--- src/sv/nds_pkg.sv ---
package nds_pkg;

  // table geometry
  localparam int DEF_NOTE_SLOTS = 128;
  localparam int HALF_SLOTS     = 64;
  localparam int HALF_W         = 6;
  localparam int SCAN_W         = HALF_W + 1;

  // field widths
  localparam int ACT_W   = 2;
  localparam int KIND_W  = 2;
  localparam int PITCH_W = 17;
  localparam int VEL_W   = 16;
  localparam int DUR_W   = 16;
  localparam int FRAME_W = 12;
  localparam int FPB_W   = 13;
  localparam int SR_W    = 18;
  localparam int TIME_W  = 32;

  // configuration port
  localparam int CFG_IDX_W  = 1;
  localparam int CFG_DATA_W = 18;
  localparam logic [CFG_IDX_W-1:0] CFG_FPB = 1'b0;
  localparam logic [CFG_IDX_W-1:0] CFG_SR  = 1'b1;

  localparam logic [FPB_W-1:0]   FPB_RESET = 13'd256;
  localparam logic [SR_W-1:0]    SR_RESET  = 18'd48000;
  localparam logic [FRAME_W-1:0] FRAME_MAX = 12'd4095;

  // duration to samples: product, then divide by one thousand as a drop of three bits
  // and a multiply by the rounded-up reciprocal of 125, exact over the whole product
  localparam int PROD_W   = DUR_W + SR_W;
  localparam int PRE_SH   = 3;
  localparam int EIGHTH_W = PROD_W - PRE_SH;
  localparam int RECIP_W  = 32;
  localparam int RECIP_SH = 38;
  localparam logic [RECIP_W-1:0] RECIP_125 = 32'd2199023256;
  localparam int RPROD_W  = EIGHTH_W + RECIP_W;
  localparam int QUOT_W   = RPROD_W - RECIP_SH;

  // input actions
  localparam logic [ACT_W-1:0] ACT_NOTE_ON  = 2'd0;
  localparam logic [ACT_W-1:0] ACT_NOTE_OFF = 2'd1;
  localparam logic [ACT_W-1:0] ACT_SCAN     = 2'd2;

  // result kinds
  localparam logic [KIND_W-1:0] KIND_ON    = 2'd0;
  localparam logic [KIND_W-1:0] KIND_OVR   = 2'd1;
  localparam logic [KIND_W-1:0] KIND_SCHED = 2'd2;

  // controller to datapath
  typedef struct packed {
    logic load_in;
    logic mul_start;
    logic div_step;
    logic note_on;
    logic override;
    logic scan_init;
    logic scan_rd;
    logic scan_hit;
    logic scan_push;
    logic scan_next;
    logic scan_flush;
    logic clock_adv;
  } cmd_t;

  // datapath to controller
  typedef struct packed {
    logic [ACT_W-1:0] act;
    logic             in_range;
    logic             slot_active;
    logic             div_done;
    logic             scan_done;
    logic             scan_hit;
    logic             pend_valid;
    logic             out_free;
  } sts_t;

endpackage

--- src/sv/nds_ctrl.sv ---
module nds_ctrl (
  input  logic          clk_i,
  input  logic          rst_ni,
  input  logic          s_tvalid_i,
  output logic          s_tready_o,
  input  nds_pkg::sts_t sts_i,
  output nds_pkg::cmd_t cmd_o
);

  localparam logic [3:0] ST_IDLE     = 4'd0;
  localparam logic [3:0] ST_DISP     = 4'd1;
  localparam logic [3:0] ST_MUL      = 4'd2;
  localparam logic [3:0] ST_DIV      = 4'd3;
  localparam logic [3:0] ST_NOTE_ON  = 4'd4;
  localparam logic [3:0] ST_OVR      = 4'd5;
  localparam logic [3:0] ST_SCAN_RD  = 4'd6;
  localparam logic [3:0] ST_SCAN_EV  = 4'd7;
  localparam logic [3:0] ST_SCAN_END = 4'd8;

  logic [3:0] state_q, state_d;

  assign s_tready_o = (state_q == ST_IDLE);

  // next state and commands
  always_comb begin
    state_d = state_q;
    cmd_o   = '0;
    unique case (state_q)
      ST_IDLE: begin
        if (s_tvalid_i) begin
          cmd_o.load_in = 1'b1;
          state_d       = ST_DISP;
        end
      end
      ST_DISP: begin
        priority if (sts_i.act == nds_pkg::ACT_NOTE_ON && sts_i.in_range) begin
          state_d = ST_MUL;
        end else if (sts_i.act == nds_pkg::ACT_NOTE_OFF && sts_i.in_range
                     && sts_i.slot_active) begin
          state_d = ST_OVR;
        end else if (sts_i.act == nds_pkg::ACT_SCAN) begin
          cmd_o.scan_init = 1'b1;
          state_d         = ST_SCAN_RD;
        end else begin
          state_d = ST_IDLE;
        end
      end
      ST_MUL: begin
        cmd_o.mul_start = 1'b1;
        state_d         = ST_DIV;
      end
      ST_DIV: begin
        if (sts_i.div_done) begin
          state_d = ST_NOTE_ON;
        end else begin
          cmd_o.div_step = 1'b1;
        end
      end
      ST_NOTE_ON: begin
        if (sts_i.out_free) begin
          cmd_o.note_on = 1'b1;
          state_d       = ST_IDLE;
        end
      end
      ST_OVR: begin
        if (sts_i.out_free) begin
          cmd_o.override = 1'b1;
          state_d        = ST_IDLE;
        end
      end
      ST_SCAN_RD: begin
        if (sts_i.scan_done) begin
          state_d = ST_SCAN_END;
        end else begin
          cmd_o.scan_rd = 1'b1;
          state_d       = ST_SCAN_EV;
        end
      end
      ST_SCAN_EV: begin
        // a hit waits only when an older hit is pending and the output is full
        if (sts_i.scan_hit) begin
          if (!sts_i.pend_valid || sts_i.out_free) begin
            cmd_o.scan_hit  = 1'b1;
            cmd_o.scan_push = sts_i.pend_valid;
            cmd_o.scan_next = 1'b1;
            state_d         = ST_SCAN_RD;
          end
        end else begin
          cmd_o.scan_next = 1'b1;
          state_d         = ST_SCAN_RD;
        end
      end
      ST_SCAN_END: begin
        if (!sts_i.pend_valid) begin
          cmd_o.clock_adv = 1'b1;
          state_d         = ST_IDLE;
        end else if (sts_i.out_free) begin
          cmd_o.scan_flush = 1'b1;
          cmd_o.clock_adv  = 1'b1;
          state_d          = ST_IDLE;
        end
      end
      default: begin
        state_d = ST_IDLE;
      end
    endcase
  end

  // state register
  always_ff @(posedge clk_i or negedge rst_ni) begin
    if (!rst_ni) begin
      state_q <= ST_IDLE;
    end else begin
      state_q <= state_d;
    end
  end

endmodule

--- config.mk ---
export PLATFORM = sky130hd
export DESIGN_NAME = nds_ctrl
export DESIGN_NICKNAME = d
export VERILOG_FILES = /design/src/sv/nds_pkg.sv /design/src/sv/nds_ctrl.sv
export SDC_FILE = /design/constraint.sdc
export NUM_CORES = 1
export LEC_CHECK = 0
export BUFFER_PORTS_ARGS = -buffer_cell sky130_fd_sc_hd__buf_2
export CORE_MARGIN = 2
export CORE_UTILIZATION = 25
export DETAILED_ROUTE_END_ITERATION = 10
export PLACE_DENSITY = 0.46
export SYNTH_ARGS = -nofsm -noshare
export SYNTH_HDL_FRONTEND = slang
export SYNTH_SLANG_ARGS = --single-unit
--- constraint.sdc ---
create_clock -name clk_i -period 2.2 [get_ports clk_i]
set_input_delay 0.22 -clock clk_i [delete_from_list [all_inputs] [get_ports clk_i]]
set_output_delay 0.22 -clock clk_i [all_outputs]
set_load 0.02 [all_outputs]
After elaboration in Yosys (flattened, before gate mapping)
Index checks and enable logic that the tools add are counted.

word-level totals
  memories = 0
  memory bits (read-only) = 0
  output and inout port bits = 13
  bits in latches = 0
  bits in writable memories = 0
  register bits = 4
  bits of input ports = 12
  word-level logic and storage cells = 56

operators by class
  shift operators = 0
  $mul = 0
  order comparisons = 0
  $add $sub $neg = 0
  mux-type cells = 33
  divide/modulo/power cells = 0
  reduce and logical (&&, ||, !) cells = 9
  bitwise logic cells = 0
  equality and inequality tests = 13

operators with widths
  cell                                            count
  2-to-1 mux 4 bit                                9
  case mux 4 bit (8 select lines)                 1
  2-to-1 mux 1 bit                                17
  == test 4 x 3 -> 1 bit (second input constant)  4
  2-to-1 mux 3 bit                                3
  == test 4 x 2 -> 1 bit (second input constant)  2
  2-to-1 mux 2 bit                                3
  == test 4 x 1 -> 1 bit (second input constant)  1
  == test 4 bit (second input constant)           1
  zero test 4 bit                                 1
  != test 2 bit (second input constant)           2
  logical AND 1 bit                               3
  != test 3 bit (second input constant)           1
  AND reduction 3 bit                             1
  == test 2 x 1 -> 1 bit (second input constant)  1
  == test 2 bit (second input constant)           1
  zero test 2 bit                                 1
  OR reduction 2 bit                              1
  zero test 1 bit                                 1
  logical OR 1 bit                                1

Logic depth before layout (Yosys ltp)
  depth in word-level cells = 6
  depth in mapped cells = 5
  mapped depth without buffers = 4

Least setup slack after synthesis
Ideal clock, no wire load.

  path kind = reg-to-reg
  start = register state_q[3]
  end = register state_q[2]
  arrival time = 1.812 ns
  library setup time = 0.085 ns
  clock period less this slack = 1.896 ns
  slack = 0.304 ns
  data required time = 2.115 ns
  path buffers = 1
  cell stages (with the launch flop) = 6
  cell sequence = dfrtp_1 or2_1 clkbuf_2 nor4b_1 a21oi_1 o22ai_1

between the ends
  word-level cells in the longest chain between the ends = 3
  elaborated cells on any way between the ends = 15
  those cells by class = 11 x eq/ne; 1 x mux; 3 x reduce/logical

RTL lines
  element                                                                 line             text
  start: declaration                                                      nds_ctrl.sv:20   logic [3:0] state_q, state_d;
  start signal: assignment                                                nds_ctrl.sv:114  state_q <= state_d;
  == test 4 x 3 -> 1 bit, or another cell as far along                    nds_ctrl.sv:28   unique case (state_q)
  OR reduction 2 bit (no line), or another cell as far along              -
  case mux 4 bit (8 select lines) or AND reduction 3 bit (tied branches)  -

Parallel ways exist; a longest one is shown, timed or not.
A chain may end at the register's enable or synchronous reset.

==> summary.txt <==
Status
  • Outcome: finished, final reports clean

STA
  • Setup-failing EPs final: 0
  • Final-report max-slew violation count: 0
  • Fmax: 0.5154 GHz
  • Setup TNS Final: 0 ns
  • Slew margin rel.: 0.6691
  • Endpoints failing hold: 0
  • RSZ-0062 raised after global routing: false
  • Fin crit share: 0.8819
  • Clock skew: about 0.004 ns
  • Crit path time final: 1.940 ns
  • Worst slew pin tran: 0.4964 ns

Place
  • IO Port Bufs: 24
  • Hpwl dp: around 960 um
  • Placed Instances: 108
  • Gpl congestion: ~0.66
  • Placed cell area: slightly below 600 um2

Layout
  • Max reg flops: 4
  • Post-layout instance area: between 600 and 700 um2
  • FILL cells: a little over 200
  • Diodes inserted: 0
  • Total Nets Final: 101
  • Layout Area Growth over Synthesis: 36.07%
  • Layout cell share with drive strength beyond 1: 0.3448
  • Finished Layout Cells: approximately 110
  • Top Registers: state_q: 4 flops
  • Largest reg by FF count: state_q

Floorplan
  • Die height: 46.80 um
  • Die W: around 47 um
  • IO Count: 25
  • # rows: 15
  • Core Region: around 1700 um2
  • Starting Density: 0.2652
  • Die area: between 2000 and 2500 um2

Critical path
  • Req. time, crit path: 1.98 ns
  • Setup crit start kind: register
  • CP max FO: 12
  • CP Launch Point: state_q[2]
  • Setup crit end kind: output port
  • Slowest stage delay, CP: ~0.49 ns
  • Slowest CP cell: dfrtp_1
  • Crit path arrival time: 1.72 ns
  • Reg2Reg Depth: 4
  • WS Path Type: register to output port
  • Crit path depth: 3
  • Worst path cell trace: or2_1 > nor4b_1 > buf_2
  • CP top delay family: simple AND/OR/NAND/NOR gates
  • WP buf/inv: 1
  • Reg2reg start: state_q[2]

GRT
  • Total gr overflow: 0
  • Total Routing Usage GR: 0.1383
  • Vias in the first global route: 463
  • Largest net degree at the start of global routing: 18
  • Initial antenna violation count: 0
  • First-pass GRT wire length: 2063 um

Pwr
  • Total chip power: roughly 610 uW
  • Leak: slightly below 0.3 nW
  • Peak supply drop: approximately 0.38 mV
  • Switching Share: 0.4994
  • PwrDens: about 970 nW/um2
  • Clk pwr share: 0.152
  • Flop pwr share: 0.302
  • Internal power: between 300 and 400 uW
  • Net Sw Power: about 300 uW
  • Comb pwr share: 0.546

Clock network
  • H-tree levels: 1
  • Clock latency on the worst-skew pair: approximately 0.24 ns
  • Clock slew at reported path FFs: ~0.040 ns
  • CTS tree: built
  • Root Driver: clkbuf_4
  • Cts repair resizes: 0
  • Clock Path Buffers: 2
  • Num CTS Buffers: 3
  • Clock Sinks: 4

Logic synthesis
  • Distinct cell type count after synthesis: 32
  • Seq/Total Area, Yosys: 0.2186
  • Syn avg cell area: 7.269 um2
  • Number of synthesized flops with an enable pin: 0
  • Syn Inst Count: 63
  • Warnings from Yosys: 0
  • #FFs+latches synth: 4
  • Mapped Nets: 75
  • Post-Syn Area: between 400 and 500 um2
  • Post-synth ARST share: 1.000
  • Commonest register cell after synthesis: dfrtp_1

Job
  • Max-cap violations: 0

Worst hold path
  • Hold Crit Class: primary input to asynchronous set/reset pin

Route
  • WL final: between 1000 and 1500 um
  • Via/cell ratio: approximately 5
  • DR vias: 555
  • DR iter-0 viols: 7
  • DRC: 0
  • Drt wl/cell: roughly 12 um
  • Detail Route Antenna Nets: 0
  • TritonRoute pass-1 iters: 4
[final timing paths]
path                              end  slack [ns]
max in group asynchronous  state_q[3]        1.76
max reg2reg                state_q[1]        0.54
min in group clk_i         state_q[3]        0.35
max                          cmd_o[6]        0.26
min reg2reg                state_q[1]        0.77
min                        state_q[2]        0.32
[area by class of cell]
cell class / instances / area [um2] / area share
multi-input cells: 52 / 327.8 / 0.5261
clock buffers: 3 / 22.52 / 0.03614
well taps: 25 / 31.28 / 0.05020
flip-flops and latches: 4 / 100.1 / 0.1606
repair buffers: 25 / 130.1 / 0.2088
inverters: 3 / 11.26 / 0.01807
[cells in the mapped netlist, drive strengths merged, types with 3 or more instances]
master,number,share of area
a21oi,6,0.066
dfrtp,4,0.22
inv,3,0.025
nand2b,3,0.041
nand3b,3,0.049
nor2,5,0.041
nor3,4,0.044
nor4b,3,0.057
o21ai,4,0.052
or2,3,0.041
[metal layers]
layer / global-route usage / vias to the layer above / share of wire
li1: - / 283 / -
met1: 0.1846 / 243 / 0.48
met2: 0.2000 / 25 / 0.44
met3: 0.03462 / 4 / 0.063
met4: 0.08333 / 0 / 0.013
met5: 0 / - / 0
[power by group through the flow]
stage                     clock (mW)  sequential [mW]  combinational, mW
after floorplan                    0            0.119              0.308
after global placement             0            0.182              0.331
after detailed placement           0            0.181              0.331
after CTS                     0.0951            0.180              0.334
after global routing           0.104            0.192              0.380
final                         0.0922            0.183              0.331
[through the flow]
stage                       util  setup WS (ns)  hold slack (ns)
after floorplan                -         0.3037         -0.07559
after global placement    0.3420         0.5276          0.02746
after detailed placement  0.3420         0.5478          0.02963
after CTS                 0.3609         0.2768           0.3112
after global routing      0.3609         0.1427           0.3313
final                     0.3609         0.2597           0.3173
[placed cells by master (no fill, tap or decap), types with 2 or more instances in the layout]
cell type | synthesis | routed
nand2_1 | 2 | 2
clkbuf_4 | 0 | 3
o21ai_0 | 3 | 3
nor3_1 | 4 | 4
or3_1 | 2 | 2
a21oi_1 | 6 | 6
o211ai_1 | 2 | 2
nand4b_1 | 2 | 2
nand3b_1 | 3 | 3
nor4b_1 | 3 | 3
or2_1 | 2 | 2
dfrtp_1 | 4 | 4
nand2b_1 | 3 | 3
inv_1 | 3 | 3
nor2_1 | 5 | 5
buf_2 | 2 | 24
[cells by family after synthesis]
logic type | Yosys count | synth area share
buf+inv | 7 | 0.06555
flops | 4 | 0.2186
compound gates | 17 | 0.2350
simple gates | 35 | 0.4810
[what timing repair did]
| action | in CTS | in global routing |
|---|---|---|
| hold buffers | 1 | 0 |
| setup buffers | 0 | 0 |
| endpoints found under the setup margin | 0 | 0 |
| hold endpoints to repair | 4 | 0 |
(Power assumes the default switching activity.)
